`src/design/rbb_pkg.sv`:
```
// shared types and constants for the rgb box blur
package rbb_pkg;

  localparam int MAX_KERNEL_DEF = 15;
  localparam int MAX_WIDTH_DEF  = 1024;
  localparam int MAX_HEIGHT_DEF = 4096;

  localparam int CFG_IW = 2;
  localparam int CFG_DW = 13;
  localparam int KREG_W = 4;
  localparam int WREG_W = 11;
  localparam int HREG_W = 13;

  localparam logic [CFG_IW-1:0] REG_KERNEL = 2'd0;
  localparam logic [CFG_IW-1:0] REG_WIDTH  = 2'd1;
  localparam logic [CFG_IW-1:0] REG_HEIGHT = 2'd2;

  localparam logic [KREG_W-1:0] KERNEL_RST = 4'd3;
  localparam logic [WREG_W-1:0] WIDTH_RST  = 11'd1024;
  localparam logic [HREG_W-1:0] HEIGHT_RST = 13'd1024;

  localparam logic OP_PIXEL = 1'b0;
  localparam logic OP_DRAIN = 1'b1;

  localparam int QUEUE_DEPTH = 4;
  localparam int WORD_W      = 32;

  typedef struct packed {
    logic       operation;
    logic [7:0] red_in;
    logic [7:0] green_in;
    logic [7:0] blue_in;
    logic [7:0] alpha_in;
  } in_item_t;

  typedef struct packed {
    logic [7:0] red_out;
    logic [7:0] green_out;
    logic [7:0] blue_out;
    logic [7:0] alpha_out;
    logic       frame_done;
  } out_item_t;

  typedef struct packed {
    logic frame_done;
  } job_t;

endpackage

```
`src/design/rbb_queue.sv`:
```
// short job queue between front and back
module rbb_queue import rbb_pkg::*; (
  input  logic clk,
  input  logic rst_n,
  input  logic push,
  input  job_t push_job,
  input  logic pop,
  output job_t pop_job,
  output logic full,
  output logic empty
);

  localparam int QAW = $clog2(QUEUE_DEPTH);

  job_t           slot_r [QUEUE_DEPTH];
  logic [QAW-1:0] wp_r;
  logic [QAW-1:0] rp_r;
  logic [QAW:0]   cnt_r;

  assign full    = (cnt_r == (QAW+1)'(QUEUE_DEPTH));
  assign empty   = (cnt_r == '0);
  assign pop_job = slot_r[rp_r];

  always_ff @(posedge clk) begin
    if (push) begin
      slot_r[wp_r] <= push_job;
    end
  end

  always_ff @(posedge clk) begin
    if (!rst_n) begin
      wp_r  <= '0;
      rp_r  <= '0;
      cnt_r <= '0;
    end else begin
      if (push) begin
        wp_r <= wp_r + 1'b1;
      end
      if (pop) begin
        rp_r <= rp_r + 1'b1;
      end
      if (push && !pop) begin
        cnt_r <= cnt_r + 1'b1;
      end else if (pop && !push) begin
        cnt_r <= cnt_r - 1'b1;
      end
    end
  end

endmodule

```
`config.mk`:
```
export PLATFORM = sky130hd
export DESIGN_NAME = rbb_queue
export DESIGN_NICKNAME = d
export VERILOG_FILES = /design/src/design/rbb_pkg.sv /design/src/design/rbb_queue.sv
export SDC_FILE = /design/constraint.sdc
export NUM_CORES = 1
export LEC_CHECK = 0
export ABC_AREA = 1
export BUFFER_PORTS_ARGS = -buffer_cell sky130_fd_sc_hd__buf_2
export CORE_UTILIZATION = 25
export CTS_BUF_LIST = sky130_fd_sc_hd__clkbuf_8
export DETAILED_ROUTE_END_ITERATION = 8
export GPL_TIMING_DRIVEN = 0
export SLEW_MARGIN = 25
export SYNTH_ARGS = -nofsm -noshare
export SYNTH_HDL_FRONTEND = slang
export SYNTH_SLANG_ARGS = --single-unit
```
`constraint.sdc`:
```
create_clock -name clk -period 3.7 [get_ports clk]
set_input_delay 0.74 -clock clk [delete_from_list [all_inputs] [get_ports clk]]
set_output_delay 0.74 -clock clk [all_outputs]
set_load 0.03 [all_outputs]
```
==> results.cfg <==
[synthesis]
synth_cell_types = 14
yosysTopAreaCell = dfxtp_1
synth-edff-count = 4
synth-seq-cells = 13
yosys.cell_count.top_type = inv_1
synth_commonest_cells = inv_1, dfxtp_1, o21ai_0
ys_seq_area_share_pct = 50.2
synth_top_area_share_pct = 30.1
synth_area_leaders = dfxtp_1, edfxtp_1, ha_1, inv_1, o21ai_0
synthArstFlopShare_pct = 0
netlist_area_um2 = 598
synthCells = 69
synthFlopType = dfxtp_1
yosys_warnings = 0
syn_avg_cell_area_um2 = 8.67
syn_nets = 80

[power_and_ir_drop]
p_seq_share_pct = 48.9
power_mw = 0.342
p_leak_nw = 0.348
clock_power_share_pct = 34.7
comb_power_share_pct = 16.3
pwr_density_cell_nw_per_um2 = 480
internal_power_mw = 0.252
p_sw_share_pct = 26.4
peakVddDrop_v = 0.000336
power.switching_mw = 0.0903

[die]
top_level_ports = 8
initial_core_util_pct = 26.8
die_w_um = 50.9
num_rows = 17
coreArea_um2 = 2230
die_h_um = 50.9
die_area_um2 = 2590

[routing]
drt_iter0_drc = 12
dr.pass1.iters = 4
wl_per_cell_um = 7.95
antenna_left = 0
routed_wl_um = 859
viasPerCell = 4.06
via_count = 439
drcViolationCount = 0

[global_routing]
grt_max_degree = 8
track_usage_pct = 7.07
grt_pass1_wl_um = 1340
grt_pass1_vias = 355
grt.overflow.total = 0
antenna_found_initial = 0

[cells_and_area]
diodes = 0
instances_no_fill = 108
syn_to_final_growth_pct = 19.2
nFillCells = 242
nets = 92
drive_gt1_share_pct = 15.0
final_util_pct = 31.9
design_area_um2 = 713

[sta]
fin_crit_ns = 1.82
fin_skew_ns = 0.00206
fin_tns_setup_ns = 0
timing.slew.headroom_pct = 85.7
rsz0062_at_grt = no
hold_viol = 0
fin_crit_sh_pct = 49.1
setup_slack_ns = 1.88
drv_slew = 0
hold-worst-slack_ns = 0.463
setup-violations-final = 0
max_freq_mhz = 551
tightest_slew_ns = 0.212

[clock_tree]
post_cts_resized = 0
cts_tree = yes
clk_latency_ns = 0.23
path_clk_slew_ns = 0.05
htreeDepth = 1
cts_buffers = 3
cts_sinks = 13
cts_setup_buffers = 0
clk_path_buf_depth = 2
root_buffer = clkbuf_8
hold_buffers = 0

[place]
placed_cell_area_um2 = 668
hpwl_um = 668
dp_cells = 104
dp_slack_ns = 1.73
portBuffers = 7
routabilityCongestion = 0.666

[worst_setup_path]
end_kind = output pin
cp.buffers_inverters = 2
arrival_ns = 1.08
critical_path_class = flip-flop to output pin
critPathSlowestCell = dfxtp_1
max_stage_delay_ns = 0.31
path_cells = inv_1 -> nor2_1 -> nor2_1 -> o21ai_0 -> o21ai_0 -> buf_2
cp_max_fo = 3
critical_path.top_delay_family = flip-flops
critPathLaunchType = flip-flop
cp_data_required_time_ns = 2.96

[flow_run]
cap_violations = 0

[status]
outcome = complete, no violations

[min_path]
hold_path.class = flip-flop to flip-flop
-- power groups by stage --
stage | clock network (mW) | registers, mW | logic (mW)
6_report | 0.119 | 0.167 | 0.0559
5_1_grt | 0.131 | 0.169 | 0.0622
4_1_cts | 0.123 | 0.168 | 0.0563
3_5_place_dp | 0 | 0.170 | 0.0561
3_3_place_gp | 0 | 0.170 | 0.0547
2_1_floorplan | 0 | 0.168 | 0.0421
-- kinds of logic after synthesis --
family          share of synthesized area (%)
simple gates                             13.4
buf+inv                                  10.0
compound gates                           12.6
flops                                    50.2
fa+ha+maj                                13.8
-- placed cells by master (no fill, tap or decap), drive strengths merged --
master  instances
buf             7
edfxtp          4
nand3           1
nand4           1
clkbuf          3
nor2            6
nand2           9
a21oi           6
nor3            2
fa              1
inv            17
dfxtp           9
ha              5
o21ai           9
-- final cells by class --
cell class	instances	area, um^2	area share (%)
Timing Repair Buffer	7	35.0	4.91
Inverter	16	60.1	8.42
Tap cell	28	35.0	4.91
Clock buffer	3	41.3	5.79
Clock inverter	1	3.75	0.526
Sequential cell	13	300	42.1
Multi-Input combinational cell	40	238	33.3
-- per-layer routing --
metal / GRT usage, % / routed length [um]
met1: 8.03 / 412
met2: 11.2 / 391
met3: 4.46 / 55
met4: 1.39 / 0
met5: 0 / 0
-- worst paths after layout --
path,startpoint,endpoint,slack [ns],cells after the start
worst max register to register,cnt_r[0],cnt_r[2],2.47,7
worst min register to register,rp_r[1],rp_r[1],0.46,2
worst min-delay path,rp_r[1],rp_r[1],0.46,2
worst max-delay path,flip-flop,pop_job,1.88,6
-- worst register-to-register path, cell delays in order (launching register included) --
cell and delay (ns):
dfxtp_1 0.35, fa_1 0.46, inv_1 0.07, nand2_1 0.06, nand3_1 0.07, nand2_1 0.05, inv_1 0.04, nor2_1 0.03
(Power assumes the default switching activity.)
