File: config.mk
export PLATFORM = sky130hd
export DESIGN_NAME = rbb_front
export DESIGN_NICKNAME = d
export VERILOG_FILES = /design/src/design/rbb_pkg.sv /design/src/design/rbb_front.sv
export SDC_FILE = /design/constraint.sdc
export NUM_CORES = 1
export LEC_CHECK = 0
export ABC_AREA = 1
export BUFFER_PORTS_ARGS = -buffer_cell sky130_fd_sc_hd__buf_2
export CORE_MARGIN = 2
export CORE_UTILIZATION = 50
export CTS_CLUSTER_DIAMETER = 40
export DETAILED_ROUTE_END_ITERATION = 12
export PLACE_DENSITY = 0.72
export REMOVE_ABC_BUFFERS = 1
export SLEW_MARGIN = 5
export SYNTH_ARGS = -nofsm -noshare
export SYNTH_HDL_FRONTEND = slang
export SYNTH_SLANG_ARGS = --single-unit
File: constraint.sdc
create_clock -name clk -period 6.9 [get_ports clk]
set_input_delay 1.38 -clock clk [delete_from_list [all_inputs] [get_ports clk]]
set_output_delay 1.38 -clock clk [all_outputs]
set_load 0.01 [all_outputs]
File: src/design/rbb_pkg.sv
// shared types and constants for the rgb box blur
package rbb_pkg;

  localparam int MAX_KERNEL_DEF = 15;
  localparam int MAX_WIDTH_DEF  = 1024;
  localparam int MAX_HEIGHT_DEF = 4096;

  localparam int CFG_IW = 2;
  localparam int CFG_DW = 13;
  localparam int KREG_W = 4;
  localparam int WREG_W = 11;
  localparam int HREG_W = 13;

  localparam logic [CFG_IW-1:0] REG_KERNEL = 2'd0;
  localparam logic [CFG_IW-1:0] REG_WIDTH  = 2'd1;
  localparam logic [CFG_IW-1:0] REG_HEIGHT = 2'd2;

  localparam logic [KREG_W-1:0] KERNEL_RST = 4'd3;
  localparam logic [WREG_W-1:0] WIDTH_RST  = 11'd1024;
  localparam logic [HREG_W-1:0] HEIGHT_RST = 13'd1024;

  localparam logic OP_PIXEL = 1'b0;
  localparam logic OP_DRAIN = 1'b1;

  localparam int QUEUE_DEPTH = 4;
  localparam int WORD_W      = 32;

  typedef struct packed {
    logic       operation;
    logic [7:0] red_in;
    logic [7:0] green_in;
    logic [7:0] blue_in;
    logic [7:0] alpha_in;
  } in_item_t;

  typedef struct packed {
    logic [7:0] red_out;
    logic [7:0] green_out;
    logic [7:0] blue_out;
    logic [7:0] alpha_out;
    logic       frame_done;
  } out_item_t;

  typedef struct packed {
    logic frame_done;
  } job_t;

endpackage

File: src/design/rbb_front.sv
// front: accepts items, stores pixels, decides which items release an output
module rbb_front import rbb_pkg::*; #(
  parameter int MAX_KERNEL = MAX_KERNEL_DEF,
  parameter int MAX_WIDTH  = MAX_WIDTH_DEF,
  parameter int MAX_HEIGHT = MAX_HEIGHT_DEF,
  parameter int DEPTH      = MAX_KERNEL * (MAX_WIDTH + 1),
  parameter int AW         = $clog2(DEPTH),
  parameter int NW         = $clog2(MAX_WIDTH * MAX_HEIGHT + 1),
  parameter int DW         = $clog2(DEPTH)
) (
  input  logic              clk,
  input  logic              rst_n,
  input  logic              restart,
  input  logic              hold,
  input  logic [NW-1:0]     n_i,
  input  logic [DW-1:0]     delay_i,
  input  logic              in_valid,
  output logic              in_stall,
  input  in_item_t          in_data,
  input  logic              q_full,
  output logic              q_push,
  output job_t              q_job,
  output logic              wr_en,
  output logic [AW-1:0]     wr_addr,
  output logic [WORD_W-1:0] wr_data,
  input  logic              end_clear,
  output logic              end_pend
);

  localparam int PW = $clog2(MAX_WIDTH * MAX_HEIGHT + DEPTH + 2);
  localparam int EW = $clog2(MAX_WIDTH * MAX_HEIGHT);

  logic [PW-1:0] pos_r;
  logic [EW-1:0] em_r;
  logic [AW-1:0] wa_r;
  logic          endp_r;
  logic          acc;
  logic [PW-1:0] pos_inc;
  logic          emit;
  logic          last;

  assign in_stall = hold | q_full | endp_r;
  assign acc      = in_valid & ~in_stall;
  assign pos_inc  = pos_r + 1'b1;
  assign emit     = (pos_inc > (PW'(delay_i) + PW'(em_r))) && (NW'(em_r) < n_i);
  assign last     = (NW'(em_r) == n_i - 1'b1);
  assign q_push   = acc & emit;
  assign q_job.frame_done = last;
  assign wr_en    = acc && (PW'(n_i) > pos_r);
  assign wr_addr  = wa_r;
  assign wr_data  = (in_data.operation == OP_PIXEL) ?
                    {in_data.alpha_in, in_data.blue_in, in_data.green_in, in_data.red_in} : '0;
  assign end_pend = endp_r;

  always_ff @(posedge clk) begin
    if (!rst_n || restart) begin
      pos_r  <= '0;
      em_r   <= '0;
      wa_r   <= '0;
      endp_r <= 1'b0;
    end else begin
      if (end_clear) begin
        endp_r <= 1'b0;
      end
      if (acc) begin
        pos_r <= pos_inc;
        if (wr_en) begin
          wa_r <= (wa_r == AW'(DEPTH - 1)) ? '0 : wa_r + 1'b1;
        end
        if (emit) begin
          if (last) begin
            pos_r  <= '0;
            em_r   <= '0;
            wa_r   <= '0;
            endp_r <= 1'b1;
          end else begin
            em_r <= em_r + 1'b1;
          end
        end
      end
    end
  end

endmodule

==> impl_metrics.yaml <==
yosys:
  synthArstFlopShare_pct: 0
  syn_inst: 1265
  synth.distinct_cells: 46
  avgSynthCellArea_um2: 5.946
  synth_area_mm2: 0.007522
  synth_flop_cell: "dfxtp_1"
  ys.warnings.count: 0
  yosysSeqAreaShare_pct: 15.97
  synth_seq_cells: 60
  synth-edff-count: 0
worst_setup_path:
  cpMostUsedCell: "nand2_1"
  cp-end-kind: "output pin"
  cp.arrival_ns: 4.88
  max_stage_delay_ns: 0.41
  crit_fanout: 4
  critPathLaunchType: "input pin"
  critical_path_buf_inv_count: 3
  crit_chain: "buf_2 > ha_1 > fa_1 > nand3_1 > nand2_1 > a21oi_1 > o21ai_1 > a21boi_0 > o21ai_1 > nand4_1 > xor2_1 > ha_1 > nand2_1 > inv_1 > nand3_1 > nor2_1 > and3_1 > nand2_1 > nand3_1 > nand2_1 > nor3_4 > buf_2"
  path_class: "in -> out"
  critPathRequiredTime_ns: 5.52
  cpLargestDelayFamily: "simple AND/OR/NAND/NOR gates"
  slowest_stage: "fa_1"
clock_tree:
  clkLatencyLatePin_ns: 0.34
  cts_tree: "built"
  max-clock-path-buffers: 2
  cts.htree.levels: 3
  post_cts_buffers: 0
  cts_resized: 0
  cts_made_buffers: 9
  cts_sinks: 60
  clkSlewWorstSetupHoldPaths_ns: 0.05
  root_buffer: "clkbuf_16"
  hold_buffers: 0
sta:
  whs_ns: 0.4864
  fin_tns_setup_ns: 0
  period_share_pct: 90.71
  hold_viol_final: 0
  setup_viol: 0
  layout_min_cycle_time_ns: 6.259
  clock.fmax_mhz: 159.8
  setup_slack_ns: 0.6413
  rsz0062_at_grt: "no"
  slew_violations: 0
  max-slew-margin-rel_pct: 50.49
  clock_skew_ns: 0.007251
  worst_pin_slew_ns: 0.7323
finish:
  stdcell_area_mm2: 0.008582
  syn_to_final_growth_pct: 14.09
  final_cell_mix: "nand2_1 (346), inv_1 (185), nor2_1 (164)"
  drive_gt1_share_pct: 13.71
  diodes: 0
  final_common_cell: "nand2_1"
  nNetsFinal: 1546
global_routing:
  grt_max_degree: 63
  antenna_found_initial: 0
  grt_pass1_wl_um: 35180
  overflow: 0
  grt_pass1_vias: 7281
  grtUsageTotal_pct: 26.97
placed_design:
  dp_hpwl_um: 17270
  pre_cts_ws_ns: 0.7653
  routabilityCongestion: 0.9306
  dpl_cell_area_mm2: 0.008278
  io_buffers: 127
drt:
  antenna_left: 0
  initialDrtViolationCount: 589
  post-route-drc-count: 0
  dr.pass1.iters: 5
  routed_wl_um: 21580
  via_per_inst: 5.213
  wl_per_cell_um: 13.74
  via_count: 8184
floorplanning:
  core_mm2: 0.01459
  die_h_um: 126.7
  start_util_pct: 51.56
  die_x_um: 126.7
  io_pins: 128
  num_rows: 44
  dieArea_mm2: 0.01604
power:
  powerDensity_mw_per_mm2: 114.2
  leakagePower_uw: 0.004145
  finalPower_uw: 980.3
  vdd_drop_max_v: 0.0001175
flow_run:
  cap_violations: 0
status:
  outcome: "completed"
min_path:
  hold_path_class: "reg -> reg"
## through the flow
stage | utilization [%] | std cells
finish | 58.83 | 1570
global route | 58.83 | 1570
CTS | 58.83 | 1570
detailed placement | 56.74 | 1554
global placement | 56.74 | 1554
floorplan | - | 1239
## final cells by class
cell class	instances	area, um2
inverter	189	709.4
multi-input combinational	990	5472
sequential	60	1201
fill	1444	6007
clock inverter	4	47.55
clock buffer	12	256.5
tap	184	230.2
timing repair buffer	131	665.6
## per-layer routing
metal | GRT usage, % | routed length [um] | vias up
met1 | 37.80 | 10150 | 3584
met3 | 4.091 | 1585 | 37
met4 | 8.468 | 545 | 0
met2 | 42.62 | 9295 | 273
met5 | 0 | 0 | -
li1 | - | - | 4290
## logic make-up (layout without fill, tap and decap cells)
| family | Yosys count | count (layout) | synth area share [%] |
|---|---|---|---|
| adders and majority gates | 88 | 88 | 14.74 |
| xor gates and xnor gates | 50 | 50 | 5.822 |
| AOI/OAI and AO/OA | 151 | 151 | 11.08 |
| DFF | 60 | 60 | 15.97 |
| buffers and inverters | 215 | 336 | 11.29 |
| and+or+nand+nor | 701 | 701 | 41.10 |
## final timing paths
path              start         end  slack (ns)  depth (start not counted)
max          delay_i[0]      q_push        0.64                         22
min           pos_r[18]   pos_r[18]        0.49                          2
max reg2reg     em_r[0]  wr_addr[2]        2.15                         23
min reg2reg   pos_r[18]   pos_r[18]        0.49                          2
## tightest hold or removal path, stage by stage (launching register included)
cell and delay, ns:
dfxtp_1 0.32, nand2_1 0.06, a21oi_1 0.06
## report_power, final
part / internal, uW / switching [uW]
clock: 298 / 167
sequential: 347 / 0.268
combinational: 60.9 / 108
total: 706 / 275
## cell usage after synthesis, types with 5 or more instances
cell      count  area share [%]
a21oi_1      96             6.4
a21oi_2       9             1.0
clkbuf_1     19            0.95
dfxtp_1      60              16
ha_1         87              14
inv_1       185             9.2
nand2_1     346              17
nand3_1      90             6.0
nand3b_1      5            0.50
nand4_1      26             2.2
nor2_1      164             8.2
nor2_2        9            0.75
nor2_4        6            0.90
nor3_1       23             1.5
nor4_1        8            0.67
o21ai_0      24             1.6
or2_2         5            0.42
xnor2_1      12             1.4
xor2_1       38             4.4
## state kept, by name, summed over array words and instances (netlist names)
register and cells:
end_pend 1, pos_r 23, wr_addr 14, em_r 22
Power figures use the tool's default switching activity.
