### config.mk
export PLATFORM = sky130hd
export DESIGN_NAME = rbb_back
export DESIGN_NICKNAME = d
export VERILOG_FILES = /design/src/design/rbb_pkg.sv /design/src/design/rbb_back.sv
export SDC_FILE = /design/constraint.sdc
export NUM_CORES = 1
export LEC_CHECK = 0
export ABC_AREA = 1
export CAP_MARGIN = 20
export CELL_PAD_IN_SITES_DETAIL_PLACEMENT = 1
export CELL_PAD_IN_SITES_GLOBAL_PLACEMENT = 1
export CORE_MARGIN = 5
export CORE_UTILIZATION = 38
export CTS_BUF_LIST = sky130_fd_sc_hd__clkbuf_16
export DETAILED_ROUTE_END_ITERATION = 16
export DONT_BUFFER_PORTS = 1
export GPL_TIMING_DRIVEN = 0
export PLACE_DENSITY_LB_ADDON = 0.1
export SETUP_SLACK_MARGIN = 0.05
export SLEW_MARGIN = 40
export SYNTH_ARGS = -nofsm -noshare
export SYNTH_HDL_FRONTEND = slang
export SYNTH_SLANG_ARGS = --single-unit
export TNS_END_PERCENT = 10
### constraint.sdc
create_clock -name clk -period 4.5 [get_ports clk]
set_input_delay 0.9 -clock clk [delete_from_list [all_inputs] [get_ports clk]]
set_output_delay 0.9 -clock clk [all_outputs]
set_load 0.02 [all_outputs]
### src/design/rbb_pkg.sv
// shared types and constants for the rgb box blur
package rbb_pkg;

  localparam int MAX_KERNEL_DEF = 15;
  localparam int MAX_WIDTH_DEF  = 1024;
  localparam int MAX_HEIGHT_DEF = 4096;

  localparam int CFG_IW = 2;
  localparam int CFG_DW = 13;
  localparam int KREG_W = 4;
  localparam int WREG_W = 11;
  localparam int HREG_W = 13;

  localparam logic [CFG_IW-1:0] REG_KERNEL = 2'd0;
  localparam logic [CFG_IW-1:0] REG_WIDTH  = 2'd1;
  localparam logic [CFG_IW-1:0] REG_HEIGHT = 2'd2;

  localparam logic [KREG_W-1:0] KERNEL_RST = 4'd3;
  localparam logic [WREG_W-1:0] WIDTH_RST  = 11'd1024;
  localparam logic [HREG_W-1:0] HEIGHT_RST = 13'd1024;

  localparam logic OP_PIXEL = 1'b0;
  localparam logic OP_DRAIN = 1'b1;

  localparam int QUEUE_DEPTH = 4;
  localparam int WORD_W      = 32;

  typedef struct packed {
    logic       operation;
    logic [7:0] red_in;
    logic [7:0] green_in;
    logic [7:0] blue_in;
    logic [7:0] alpha_in;
  } in_item_t;

  typedef struct packed {
    logic [7:0] red_out;
    logic [7:0] green_out;
    logic [7:0] blue_out;
    logic [7:0] alpha_out;
    logic       frame_done;
  } out_item_t;

  typedef struct packed {
    logic frame_done;
  } job_t;

endpackage

### src/design/rbb_back.sv
// back: window sum over the line store, divide by k*k, output register
module rbb_back import rbb_pkg::*; #(
  parameter int MAX_KERNEL = MAX_KERNEL_DEF,
  parameter int MAX_WIDTH  = MAX_WIDTH_DEF,
  parameter int MAX_HEIGHT = MAX_HEIGHT_DEF,
  parameter int DEPTH      = MAX_KERNEL * (MAX_WIDTH + 1),
  parameter int AW         = $clog2(DEPTH),
  parameter int KW         = $clog2(MAX_KERNEL + 1),
  parameter int WW         = $clog2(MAX_WIDTH + 1),
  parameter int HW         = $clog2(MAX_HEIGHT + 1),
  parameter int KKW        = $clog2(MAX_KERNEL * MAX_KERNEL + 1)
) (
  input  logic              clk,
  input  logic              rst_n,
  input  logic              restart,
  input  logic [KW-1:0]     k_i,
  input  logic [WW-1:0]     w_i,
  input  logic [HW-1:0]     h_i,
  input  logic [AW-1:0]     hw_i,
  input  logic [KKW-1:0]    kk_i,
  input  logic              q_empty,
  input  job_t              q_job,
  output logic              q_pop,
  output logic              rd_en,
  output logic [AW-1:0]     rd_addr,
  input  logic [WORD_W-1:0] rd_data,
  output logic              out_valid,
  input  logic              out_stall,
  output out_item_t         out_data
);

  localparam int SW  = $clog2(MAX_KERNEL * MAX_KERNEL * 255 + 1);
  localparam int DCW = $clog2(SW + 1);

  localparam logic [2:0] S_IDLE  = 3'd0;
  localparam logic [2:0] S_SCAN  = 3'd1;
  localparam logic [2:0] S_FLUSH = 3'd2;
  localparam logic [2:0] S_DIV   = 3'd3;
  localparam logic [2:0] S_OUT   = 3'd4;

  logic [2:0]     st_r;
  logic [HW-1:0]  ci_r;
  logic [WW-1:0]  cj_r;
  logic [AW-1:0]  qrow_r;
  logic [HW-1:0]  r_r;
  logic [HW-1:0]  re_r;
  logic [WW-1:0]  c_r;
  logic [WW-1:0]  cs_r;
  logic [WW-1:0]  ce_r;
  logic [AW-1:0]  row_r;
  logic           fd_r;
  logic           cenv_r;
  logic           pixv_r;
  logic [7:0]     alpha_r;
  logic [SW-1:0]  sum_r [3];
  logic [KKW-1:0] rem_r [3];
  logic [DCW-1:0] dcnt_r;
  logic           out_valid_r;
  out_item_t      out_data_r;

  logic [KW-1:0]  half;
  logic [KW-1:0]  ahead;
  logic           ci_ge;
  logic           cj_ge;
  logic [31:0]    re_t;
  logic [31:0]    ce_t;
  logic [HW-1:0]  rs;
  logic [HW-1:0]  re;
  logic [WW-1:0]  cs;
  logic [WW-1:0]  ce;
  logic [AW-1:0]  row0;
  logic [AW:0]    cen_s;
  logic [AW:0]    scan_s;
  logic [AW:0]    next_row_s;
  logic [AW-1:0]  next_row;
  logic [SW-1:0]  sum_n [3];
  logic [KKW-1:0] rem_n [3];
  logic [KKW:0]   trial [3];
  logic           out_free;

  always_comb begin
    half   = k_i >> 1;
    ahead  = k_i - 1'b1 - half;
    ci_ge  = 32'(ci_r) >= 32'(half);
    cj_ge  = 32'(cj_r) >= 32'(half);
    rs     = ci_ge ? HW'(32'(ci_r) - 32'(half)) : '0;
    cs     = cj_ge ? WW'(32'(cj_r) - 32'(half)) : '0;
    re_t   = 32'(ci_r) + 32'(ahead);
    ce_t   = 32'(cj_r) + 32'(ahead);
    re     = (re_t >= 32'(h_i)) ? h_i - 1'b1 : HW'(re_t);
    ce     = (ce_t >= 32'(w_i)) ? w_i - 1'b1 : WW'(ce_t);
    if (!ci_ge) begin
      row0 = '0;
    end else if (qrow_r >= hw_i) begin
      row0 = qrow_r - hw_i;
    end else begin
      row0 = AW'({1'b0, qrow_r} + (AW+1)'(DEPTH) - {1'b0, hw_i});
    end
    cen_s      = {1'b0, qrow_r} + (AW+1)'(cj_r);
    scan_s     = {1'b0, row_r} + (AW+1)'(c_r);
    next_row_s = {1'b0, row_r} + (AW+1)'(w_i);
    next_row   = (next_row_s >= (AW+1)'(DEPTH)) ? AW'(next_row_s - (AW+1)'(DEPTH))
                                                : AW'(next_row_s);
    for (int i = 0; i < 3; i++) begin
      trial[i] = {rem_r[i], sum_r[i][SW-1]};
      if (trial[i] >= {1'b0, kk_i}) begin
        rem_n[i] = KKW'(trial[i] - {1'b0, kk_i});
        sum_n[i] = {sum_r[i][SW-2:0], 1'b1};
      end else begin
        rem_n[i] = KKW'(trial[i]);
        sum_n[i] = {sum_r[i][SW-2:0], 1'b0};
      end
    end
  end

  assign q_pop    = (st_r == S_IDLE) && !q_empty;
  assign out_free = !out_valid_r || !out_stall;
  assign out_valid = out_valid_r;
  assign out_data  = out_data_r;

  always_comb begin
    rd_en   = 1'b0;
    rd_addr = '0;
    if (q_pop) begin
      rd_en   = 1'b1;
      rd_addr = (cen_s >= (AW+1)'(DEPTH)) ? AW'(cen_s - (AW+1)'(DEPTH)) : AW'(cen_s);
    end else if (st_r == S_SCAN) begin
      rd_en   = 1'b1;
      rd_addr = (scan_s >= (AW+1)'(DEPTH)) ? AW'(scan_s - (AW+1)'(DEPTH)) : AW'(scan_s);
    end
  end

  always_ff @(posedge clk) begin
    if (!rst_n || restart) begin
      st_r        <= S_IDLE;
      ci_r        <= '0;
      cj_r        <= '0;
      qrow_r      <= '0;
      cenv_r      <= 1'b0;
      pixv_r      <= 1'b0;
      out_valid_r <= 1'b0;
    end else begin
      cenv_r <= q_pop;
      pixv_r <= (st_r == S_SCAN);
      if (cenv_r) begin
        alpha_r <= rd_data[31:24];
      end
      if (pixv_r) begin
        sum_r[0] <= sum_r[0] + SW'(rd_data[7:0]);
        sum_r[1] <= sum_r[1] + SW'(rd_data[15:8]);
        sum_r[2] <= sum_r[2] + SW'(rd_data[23:16]);
      end
      if (out_valid_r && !out_stall) begin
        out_valid_r <= 1'b0;
      end
      case (st_r)
        S_IDLE: begin
          if (q_pop) begin
            fd_r  <= q_job.frame_done;
            r_r   <= rs;
            re_r  <= re;
            c_r   <= cs;
            cs_r  <= cs;
            ce_r  <= ce;
            row_r <= row0;
            for (int i = 0; i < 3; i++) begin
              sum_r[i] <= '0;
            end
            st_r <= S_SCAN;
          end
        end
        S_SCAN: begin
          if (c_r == ce_r) begin
            c_r   <= cs_r;
            row_r <= next_row;
            r_r   <= r_r + 1'b1;
            if (r_r == re_r) begin
              st_r <= S_FLUSH;
            end
          end else begin
            c_r <= c_r + 1'b1;
          end
        end
        S_FLUSH: begin
          dcnt_r <= '0;
          for (int i = 0; i < 3; i++) begin
            rem_r[i] <= '0;
          end
          st_r <= S_DIV;
        end
        S_DIV: begin
          for (int i = 0; i < 3; i++) begin
            sum_r[i] <= sum_n[i];
            rem_r[i] <= rem_n[i];
          end
          dcnt_r <= dcnt_r + 1'b1;
          if (dcnt_r == DCW'(SW - 1)) begin
            st_r <= S_OUT;
          end
        end
        S_OUT: begin
          if (out_free) begin
            out_data_r.red_out    <= sum_r[0][7:0];
            out_data_r.green_out  <= sum_r[1][7:0];
            out_data_r.blue_out   <= sum_r[2][7:0];
            out_data_r.alpha_out  <= alpha_r;
            out_data_r.frame_done <= fd_r;
            out_valid_r <= 1'b1;
            if (fd_r) begin
              ci_r   <= '0;
              cj_r   <= '0;
              qrow_r <= '0;
            end else if (cj_r == w_i - 1'b1) begin
              cj_r   <= '0;
              ci_r   <= ci_r + 1'b1;
              qrow_r <= (({1'b0, qrow_r} + (AW+1)'(w_i)) >= (AW+1)'(DEPTH)) ?
                        AW'({1'b0, qrow_r} + (AW+1)'(w_i) - (AW+1)'(DEPTH)) :
                        AW'({1'b0, qrow_r} + (AW+1)'(w_i));
            end else begin
              cj_r <= cj_r + 1'b1;
            end
            st_r <= S_IDLE;
          end
        end
        default: begin
          st_r <= S_IDLE;
        end
      endcase
    end
  end

endmodule
==> metrics.md, run 1 <==
| Metric | Value |
|---|---|
| DRT Pass-1 Iters | 5 |
| # fillers | 7307 |
| N_diodes | 0 |
| Antenna Nets Post-Route | 0 |
| Endpoints failing setup | 0 |
| Ys Warns | 0 |
| Global-route wire length before repair | 118.6 mm |
| Hold depth | 0 |
| Pre-CTS WS | -0.8800 ns |
| Area growth syn-to-layout | 12.84% |
| Critical Setup Path Class | flop to primary output |
| Initial antenna violation count | 3 |
| Met1 Use GR | 30.48% |
| CTS max path bufs | 3 |
| R2R depth | 18 |
| Post-DP Area | 0.02312 mm2 |
| Async set-reset flop share out of synthesis | 0% |
| Post-synth EDFFs | 192 |
| Post-Syn Area | 0.02200 mm2 |
| TritonCTS clock tree | yes |
| Largest net degree at the start of global routing | 28 |
| RD Place Congestion | 0.9130 |
| Post-synth top area cell | edfxtp_1 |
| Sink Count | 236 |
| Critical path data required time | 3.60 ns |
| Slew Limit Fails | 0 |
| RSZ-0062 raised after global routing | true |
| WP data arrival | 3.41 ns |
| Root Buffer | clkbuf_16 |
| Mapped Cells | 3111 |
| Synth cell count leaders | nand2_1, inv_1, nor2_1 |
| Post-synthesis sequential area ratio | 30.22% |
| Power Density | 256.8 mW/mm2 |
| DRC Markers | 0 |
| Design Area, Final | 0.02482 mm2 |
| Drt wl/cell | 19.14 um |
| Crit path top cell by count | nand2_2 |
| Total grt overflow | 0 |
| Post-Syn Nets | 3401 |
| Via count | 20870 |
| Placeable Area | 0.05748 mm2 |
| Shortest period the worst path allows | 4.314 ns |
| Crit path cell chain | ha_4 > inv_1 > fa_2 > inv_1 > nand3_1 > nand2_2 > nand2_2 > nand2_2 > nand3_2 > nor2_4 > nand3_2 > nor2_1 > nand2_2 > nand3_2 > buf_6 > nand2_1 > nand3_1 > nand2_2 |
| I/O pins | 138 |
| Cts bufs inserted | 30 |
| Worst setup margin | 0.1859 ns |
| Gr usage total | 23.16% |
| WL final | 75.96 mm |
| Vias per cell | 5.260 |
| Post-synthesis average cell area | 7.070 um2 |
| Run status | finished clean |
| Vias in the first global route | 21800 |
| Die height | 250.6 um |
| Skew-Pair Late Insertion Delay | 0.61 ns |
| M3 GR Usage | 2.980% |
| Fin crit share | 95.87% |
| Leakage | 11.75 nW |
| Critical Path Fanout Max | 10 |
| Layout cells sized above 1 | 8.929% |
| Gr busiest metal | met2 |
| Most frequent cell after synthesis | nand2_1 |
| H-tree levels | 1 |
| Max_cap viols | 0 |
| Seq cells post-synth | 236 |
| Worst path slowest cell | edfxtp_1 |
| Peak VDD IR | 294.3 uV |
| Die ar. | 0.06280 mm2 |
| Worst-Margin Slew | 0.7668 ns |
| Num rows | 88 |
| Hold WS | 0.3816 ns |
| Port Buffers | 0 |
| Top_reg_cell synth | edfxtp_1 |
| Skew final | 0.04495 ns |
| Final net count | 3470 |
| Initial core utilization | 38.27% |
| Clock-pin slew of the registers on the worst-case setup and hold paths | 0.06 ns |
| Iteration-0 DRC Markers | 996 |
| Die Span X | 250.6 um |
| Met2 Use GR | 40.40% |
| CP startpoint kind | flop |
| Distinct cells, synth | 60 |
| Critical Path End Type | primary output |
| Slew HR | 48.64% |
| Fmax | 231.8 MHz |
| Top post-synthesis cells by area | edfxtp_1, nand2_1, ha_1, inv_1, xor2_1 |
| Synth top area share | 26.21% |
| CP max stage delay | 0.49 ns |
| HP Class | input port to flop |
| Placed wire-length estimate | 62.01 mm |
| Util after Layout | 43.18% |
| Hold-fix buffers at CTS | 0 |
| Hold Vio Cnt, Final | 0 |
==> registers in the layout, indices dropped and copies added, names as in the netlist <==
signal     flops
ce_r          11
out_valid      1
st_r           3
cs_r          11
ci_r          13
rem_r         24
re_r          13
c_r           11
sum_r         48
qrow_r        14
pixv_r         1
out_data      33
r_r           13
dcnt_r         5
alpha_r        8
cenv_r         1
fd_r           1
row_r         14
cj_r          11
==> worst paths after layout <==
check	start	end	slack, ns
setup reg to reg	ci_r[1]	re_r[10]	0.91
setup / recovery	c_r[0]	rd_addr[9]	0.19
hold / removal	q_job	fd_r	0.38
hold reg to reg	alpha_r[0]	out_data[1]	0.42
==> worst max-delay path, delay by kind of cell, from the launching register on <==
| kind | cells | cell delay (ns) |
|---|---|---|
| adder cells (fa/ha/maj) | 2 | 0.54 |
| flip-flops | 1 | 0.49 |
| buffers and inverters | 3 | 0.30 |
| AND/OR/NAND/NOR | 13 | 1.50 |
==> stage by stage <==
stage                     power, mW  setup TNS, ns  cells
after global routing          6.678     -0.0008860   3968
after CTS                     6.408              0   3940
after floorplan               3.330              0   3111
final                         6.375              0   3968
after detailed placement      3.648         -16.15   3884
after global placement        3.591        -126.80   3876
==> cells by family after synthesis <==
group	synth area share, %
xor gates and xnor gates	6.758
adders and majority gates	12.34
AOI/OAI and AO/OA	9.738
and+or+nand+nor	31.35
DFF	30.22
buffers and inverters	9.590
==> repair_timing <==
action,CTS,global route
pin swaps,3,26
endpoints found under the hold margin,0,0
buffers inserted,1,28
endpoints found under the setup margin,31,38
gates resized for setup,36,66
==> report_power, final <==
part           internal (mW)  switching (mW)
clock                   1.68            1.05
combinational          0.411           0.762
sequential              2.42          0.0447
==> placed cells by master (no fill, tap or decap), types with 16 or more instances in the layout <==
master,count
a21oi_1,134
buf_2,25
buf_4,33
clkbuf_1,25
clkbuf_16,30
dfxtp_1,38
edfxtp_1,192
fa_1,22
ha_1,170
inv_1,455
nand2_1,877
nand2_2,35
nand3_1,215
nand3_2,26
nand4_1,70
nor2_1,243
nor2_2,16
nor3_1,54
o21ai_0,117
o21ai_1,20
o22ai_1,21
xnor2_1,32
xor2_1,125
==> metal layers <==
metal	wire length, um	vias up	share of wire, %
met5	20	-	0.026
met4	1768	2	2.3
met3	2856	88	3.8
met2	36790	303	48
met1	34520	10130	45
li1	-	10350	-
==> layout make-up <==
class / count / area, um2 / area share (%)
buffer: 64 / 356.6 / 1.437
sequential: 236 / 6664 / 26.85
timing repair buffer: 37 / 340.3 / 1.371
tap: 765 / 957.2 / 3.856
inverter: 472 / 1787 / 7.199
multi-input combinational: 2339 / 13600 / 54.81
clock buffer: 30 / 750.7 / 3.025
clock inverter: 25 / 360.3 / 1.452
Power figures use the tool's default switching activity.
==> run 2: changes to the inputs <==
ABC_AREA = 0   (was 1)
==> run 2 against run 1 <==
The flow now finishes with violations (setup timing). Register-to-register slack got worse by 0.73 ns. Clock skew decreased by 0.024 ns. Utilization increased by 0.83 points. Non-clock buffer count increased by 12. Critical path depth decreased by 3. Fmax decreased by 16%. Critical endpoint is now rd_addr[8]. Largest cell class unchanged. Highest routed layer is now met4.
==> metrics.md, run 2 <==
| Metric | Value |
|---|---|
| Run status | finished, violations left |
| Violations in the final reports | setup timing |
| HP Class | input port to flop |
| Power Density | 267.4 mW/mm2 (+4.1%) |
| Skew final | 0.02131 ns (-0.02363 ns) |
| Largest net degree at the start of global routing | 19 (-32%) |
| Most frequent cells in the layout | edfxtp_1, inv_1, xnor2_1, ha_1, nand2_1 |
| Hold Vio Cnt, Final | 0 (unchanged) |
| Seq cells post-synth | 236 (unchanged) |
| Critical Path End Type | primary output |
| Critical Path Fanout Max | 5 (-5) |
| Async set-reset flop share out of synthesis | 0% (unchanged) |
| Post-synth top area cell | edfxtp_1 |
| Endpoints failing setup | 15 (+15) |
| Cts bufs inserted | 31 (+3.3%) |
| Initial antenna violation count | 1 (-2) |
| Hold-fix buffers at CTS | 0 (unchanged) |
| Initial core utilization | 38.47% (+0.19 points) |
| Largest reg by FF count | sum_r |
| CTS max path bufs | 3 (unchanged) |
| Worst setup margin | -0.6533 ns (-0.8392 ns) |
| Sink Count | 236 (unchanged) |
| Distinct cells, synth | 90 (+50%) |
| Area growth syn-to-layout | 14.43% |
| Fmax | 194.1 MHz (-16%) |
| Leading cell type in the layout, fill and taps excluded | edfxtp_1 |
| Shortest period the worst path allows | 5.153 ns (+0.8392 ns) |
| Pre-CTS WS | -1.046 ns (-0.1656 ns) |
| Post-synth EDFFs | 192 (unchanged) |
| Util after Layout | 44.01% (+0.83 points) |
| Vias per cell | 5.771 (+9.7%) |
| Gr usage total | 23.13% (-0.027 points) |
| Placed wire-length estimate | 54.92 mm (-11%) |
| Iteration-0 DRC Markers | 933 (-6.3%) |
| Port Buffers | 0 (unchanged) |
| Mapped Cells | 2253 (-28%) |
| Die Span X | 241.1 um (-3.8%) |
| Fin crit share | 114.5% (+19 points) |
| FF/Latch Area | 0.006660 mm2 (about the same) |
| RD Place Congestion | 0.8790 (-3.7%) |
| DRC Markers | 0 (unchanged) |
| TritonCTS clock tree | yes |
| H-tree levels | 1 (unchanged) |
| CP startpoint kind | flop |
| Slew HR | 39.84% (-8.8 points) |
| Post-Syn Nets | 2543 (-25%) |
| Worst-Margin Slew | 0.9024 ns (+0.1356 ns) |
| I/O pins | 138 (unchanged) |
| Slew Limit Fails | 0 (unchanged) |
| Drt wl/cell | 22.74 um (+19%) |
| WL final | 69.00 mm (-9.2%) |
| Die ar. | 0.05813 mm2 (-7.4%) |
| DRT Pass-1 Iters | 5 (unchanged) |
| Via count | 17510 (-16%) |
| Final net count | 2611 (-25%) |
| Layout cells sized above 1 | 9.761% (+0.83 points) |
| Synth cell count leaders | edfxtp_1, inv_1, xnor2_1 |
| # fillers | 6093 (-17%) |
| Vias in the first global route | 18540 (-15%) |
| Max reg flops | 48 (unchanged) |
| Placeable Area | 0.05276 mm2 (-8.2%) |
| Critical path data required time | 3.60 ns (about the same) |
| Setup TNS | -7.947 ns (-7.947 ns) |
| Critical Setup Path Class | flop to primary output |
| Root Buffer | clkbuf_16 |
| Post-Syn Area | 0.02029 mm2 (-7.7%) |
| RSZ-0062 raised after global routing | true |
| Leakage | 9.022 nW (-23%) |
| Top_reg_cell synth | edfxtp_1 |
| Num rows | 84 (-4.5%) |
| N_diodes | 0 (unchanged) |
| Most frequent cell after synthesis | edfxtp_1 |
| Post-synthesis sequential area ratio | 32.75% (+2.5 points) |
| Max_cap viols | 0 (unchanged) |
| WP data arrival | 4.25 ns (+0.84 ns) |
| Global-route wire length before repair | 106.8 mm (-9.9%) |
| Ys Warns | 0 (unchanged) |
| Clock-pin slew of the registers on the worst-case setup and hold paths | 0.06 ns (about the same) |
| FF-to-FF setup slack | 0.18 ns (-0.73 ns) |
| Antenna Nets Post-Route | 0 (unchanged) |
| Die height | 241.1 um (-3.8%) |
| Peak VDD IR | 295.8 uV (+0.49%) |
| Skew-Pair Late Insertion Delay | 0.61 ns (about the same) |
| Total grt overflow | 0 (unchanged) |
| Post-synthesis average cell area | 9.008 um2 (+27%) |
| Multi-input gate area | 0.01317 mm2 (-3.2%) |
| Top post-synthesis cells by area | edfxtp_1, ha_1, xnor2_1, dfxtp_1, xor2_1 |
| Synth top area share | 28.41% (+2.2 points) |
-- run 2: worst max-delay path, stage by stage (launching register included) --
cell and delay [ns]:
edfxtp_1 0.48, ha_2 0.25, inv_2 0.05, fa_2 0.19
and2b_1 0.20, buf_4 0.14, o22a_1 0.19, or3_1 0.38
and3_4 0.21, or3_4 0.40, nor4_4 0.28, buf_6 0.19
buf_6 0.09, a2111oi_2 0.05, xnor2_1 0.17, o22ai_2 0.36
-- run 2: worst paths after layout --
kind / from / to / cells after the start
setup reg to reg: qrow_r[0] / row_r[1] / 14
hold reg to reg: alpha_r[6] / out_data[7] / 0
setup / recovery: row_r[0] / rd_addr[8] / 15
hold / removal: rd_data[31] / alpha_r[7] / 0
-- run 2: stage by stage --
step / power, mW / instances / area, um2 / hold slack [ns]
after CTS: 6.257 / 3029 / 23040 / 0.3540
after global placement: 3.440 / 2941 / 21240 / 0.4015
after floorplan: 3.199 / 2253 / 20380 / 0.4003
final: 6.209 / 3034 / 23220 / 0.3920
after detailed placement: 3.483 / 2955 / 21530 / 0.4071
after global routing: 6.472 / 3034 / 23220 / 0.3605
-- run 2: cell families (layout without fill, tap and decap cells) --
| logic type | after synthesis | count (layout) | synth area share, % |
|---|---|---|---|
| xor+xnor | 259 | 259 | 11.18 |
| fa+ha+maj | 202 | 202 | 13.38 |
| flops | 236 | 236 | 32.75 |
| simple gates | 683 | 683 | 16.87 |
| compound gates | 571 | 571 | 18.91 |
| buf+inv | 263 | 356 | 4.901 |
| mux | 39 | 39 | 2.010 |
-- run 2: layout make-up --
cell class,count,area share (%)
multi-input combinational,1754,56.71
sequential,236,28.68
tap,688,3.707
clock buffer,31,3.341
inverter,185,3.077
timing repair buffer,35,1.659
buffer,78,1.417
clock inverter,27,1.406
-- run 2: what timing repair did --
action,in CTS,in global routing
setup endpoints to repair,38,39
gates resized for setup,60,30
buffers inserted,15,4
pin swaps,18,6
cloned,1,0
-- run 2: layer usage --
| layer | routed length, um | track usage [%] | vias to the layer above | part of all wire [%] |
|---|---|---|---|---|
| met2 | 32890 | 39.96 | 326 | 48 |
| met3 | 2567 | 2.983 | 80 | 3.7 |
| li1 | - | - | 8405 | - |
| met4 | 1790 | 5.317 | 0 | 2.6 |
| met5 | 0 | 0 | - | 0 |
| met1 | 31760 | 31.07 | 8699 | 46 |
-- run 2: report_power, final --
part           internal [mW]  leakage, nW  switching [mW]  total, mW
Sequential              2.42         2.12          0.0420       2.46
Clock                   1.61        0.532            1.09       2.71
Combinational          0.410         6.37           0.631       1.04
==> run 3: changes to the inputs <==
SKIP_LAST_GASP = 1   (was not set)
==> run 3 against run 2 <==
The flow still finishes with violations (setup timing). Highest routed layer unchanged. Combinational power about the same. Worst hold slack about the same. Die area is the same. Flip-flop and latch count did not move. Largest power group unchanged. Fmax rose by 0.59%. Critical endpoint is now rd_addr[4].
==> metrics.md, run 3 (synthesis gave the netlist of run 2 again) <==
| Metric | Value |
|---|---|
| Vias per cell | 5.755 (-0.28%) |
| H-tree levels | 1 (unchanged) |
| Hold Vio Cnt, Final | 0 (unchanged) |
| R2R depth | 14 (unchanged) |
| Design Area, Final | 0.02304 mm2 (-0.80%) |
| Most frequent cells in the layout | edfxtp_1, inv_1, xnor2_1 |
| Placed wire-length estimate | 54.92 mm (unchanged) |
| Max_cap viols | 0 (unchanged) |
| Hold-fix buffers at CTS | 0 (unchanged) |
| Gr usage total | 23.09% (-0.044 points) |
| Initial core utilization | 38.47% (unchanged) |
| Violations in the final reports | setup timing |
| Worst-Margin Slew | 0.8824 ns (-0.02003 ns) |
| Leading cell type in the layout, fill and taps excluded | edfxtp_1 |
| Num rows | 84 (unchanged) |
| Post-Layout Cell Count | 3033 (-0.033%) |
| WL final | 68.78 mm (-0.33%) |
| DRC Markers | 0 (unchanged) |
| Layout cells sized above 1 | 8.742% (-1.0 points) |
| Root Buffer | clkbuf_16 |
| Iteration-0 DRC Markers | 885 (-5.1%) |
| Worst setup margin | -0.6231 ns (+0.03017 ns) |
| Global-route wire length before repair | 106.6 mm (-0.19%) |
| Largest reg by FF count | sum_r |
| Max reg flops | 48 (unchanged) |
| CP startpoint kind | flop |
| Skew-Pair Late Insertion Delay | 0.61 ns (about the same) |
| Run status | finished, violations left |
| HP Class | input port to flop |
| Die Span X | 241.1 um (unchanged) |
| Port Buffers | 0 (unchanged) |
| Power Density | 268.9 mW/mm2 (+0.55%) |
| Total grt overflow | 0 (unchanged) |
| Initial antenna violation count | 1 (unchanged) |
| DRT Pass-1 Iters | 5 (unchanged) |
| Util after Layout | 43.66% (-0.35 points) |
| TritonCTS clock tree | yes |
| CTS max path bufs | 3 (unchanged) |
| WP data arrival | 4.22 ns (-0.03 ns) |
| Final net count | 2610 (-0.038%) |
| Area growth syn-to-layout | 13.51% |
| RD Place Congestion | 0.8790 (unchanged) |
| Die height | 241.1 um (unchanged) |
| Post-DP Area | 0.02153 mm2 (unchanged) |
| N_diodes | 0 (unchanged) |
| Antenna Nets Post-Route | 0 (unchanged) |
| Leakage | 8.963 nW (-0.65%) |
| Skew final | 0.03066 ns (+0.009346 ns) |
| Critical Setup Path Class | flop to primary output |
| Slew HR | 41.11% (+1.3 points) |
| I/O pins | 138 (unchanged) |
| Critical Path Fanout Max | 5 (unchanged) |
| Critical path data required time | 3.60 ns (about the same) |
| Placeable Area | 0.05276 mm2 (unchanged) |
| Shortest period the worst path allows | 5.123 ns (-0.03017 ns) |
| Vias in the first global route | 18500 (-0.20%) |
| Fmax | 195.2 MHz (+0.59%) |
| Critical Path End Type | primary output |
| DP Cell Count | 2955 (unchanged) |
| Drt wl/cell | 22.68 um (-0.29%) |
| Peak VDD IR | 291.6 uV (-1.4%) |
| Slew Limit Fails | 0 (unchanged) |
| Largest net degree at the start of global routing | 19 (unchanged) |
| Clock-pin slew of the registers on the worst-case setup and hold paths | 0.06 ns (about the same) |
| Endpoints failing setup | 38 (+23) |
| Fin crit share | 113.8% (-0.67 points) |
| Via count | 17460 (-0.31%) |
| # fillers | 6106 (+0.21%) |
| RSZ-0062 raised after global routing | true |
| Hold depth | 0 (unchanged) |
| Sink Count | 236 (unchanged) |
| Die ar. | 0.05813 mm2 (unchanged) |
| Cts bufs inserted | 31 (unchanged) |
==> run 3: worst max-delay path, cell delays in order (launching register included) <==
cell and delay (ns):
edfxtp_1 0.47, ha_2 0.24, inv_2 0.04, fa_2 0.33, and2b_1 0.25, o211ai_1 0.14
or4bb_1 0.50, and3_4 0.17, or3_4 0.40, nor4_4 0.25, buf_4 0.21, a211oi_1 0.08
xnor2_1 0.18, o22ai_2 0.37
==> run 3: routing by layer <==
layer | vias up | share of wire (%) | track usage (%) | wire (um)
met3 | 73 | 3.6 | 2.925 | 2478
met5 | - | 0 | 0 | 0
li1 | 8401 | - | - | -
met1 | 8694 | 46 | 31.08 | 31790
met4 | 0 | 2.4 | 5.061 | 1659
met2 | 288 | 48 | 39.97 | 32850
==> run 3: worst paths after layout <==
| check | from | endpoint | slack (ns) |
|---|---|---|---|
| min reg2reg | alpha_r[6] | out_data[7] | 0.42 |
| max reg2reg | qrow_r[0] | row_r[1] | 0.14 |
| min | rd_data[31] | alpha_r[7] | 0.39 |
| max | row_r[0] | rd_addr[4] | -0.62 |
==> run 3: cell type report <==
type,count,area (um2),share of cell area (%)
clock inverter,27,326.6,1.418
tap,688,860.8,3.737
inverter,185,710.7,3.085
timing repair buffer,34,374.1,1.624
clock buffer,31,775.7,3.368
buffer,78,324.1,1.407
sequential,236,6656,28.90
multi-input combinational,1754,13010,56.47
==> run 3: repair_timing <==
action / 4_1_cts / 5_1_grt
resized for setup: 42 / 13
pin swaps: 13 / 3
setup endpoints to repair: 38 / 45
cloned: 1 / 0
buffers inserted: 15 / 3
==> run 3: power by group <==
part	switching (mW)	total (mW)	internal, mW
Combinational	0.622	1.02	0.401
Sequential	0.0419	2.46	2.42
Clock	1.10	2.71	1.61
==> run 3: stage by stage <==
step,setup slack [ns],power (mW),setup TNS (ns),hold slack (ns)
floorplan,-0.1801,3.199,-1.169,0.4003
global placement,-2.101,3.440,-222.55,0.4015
detailed placement,-1.046,3.483,-29.18,0.4071
CTS,-0.5669,6.248,-11.97,0.3540
global route,-0.7430,6.458,-19.75,0.3605
finish,-0.6231,6.193,-13.74,0.3924
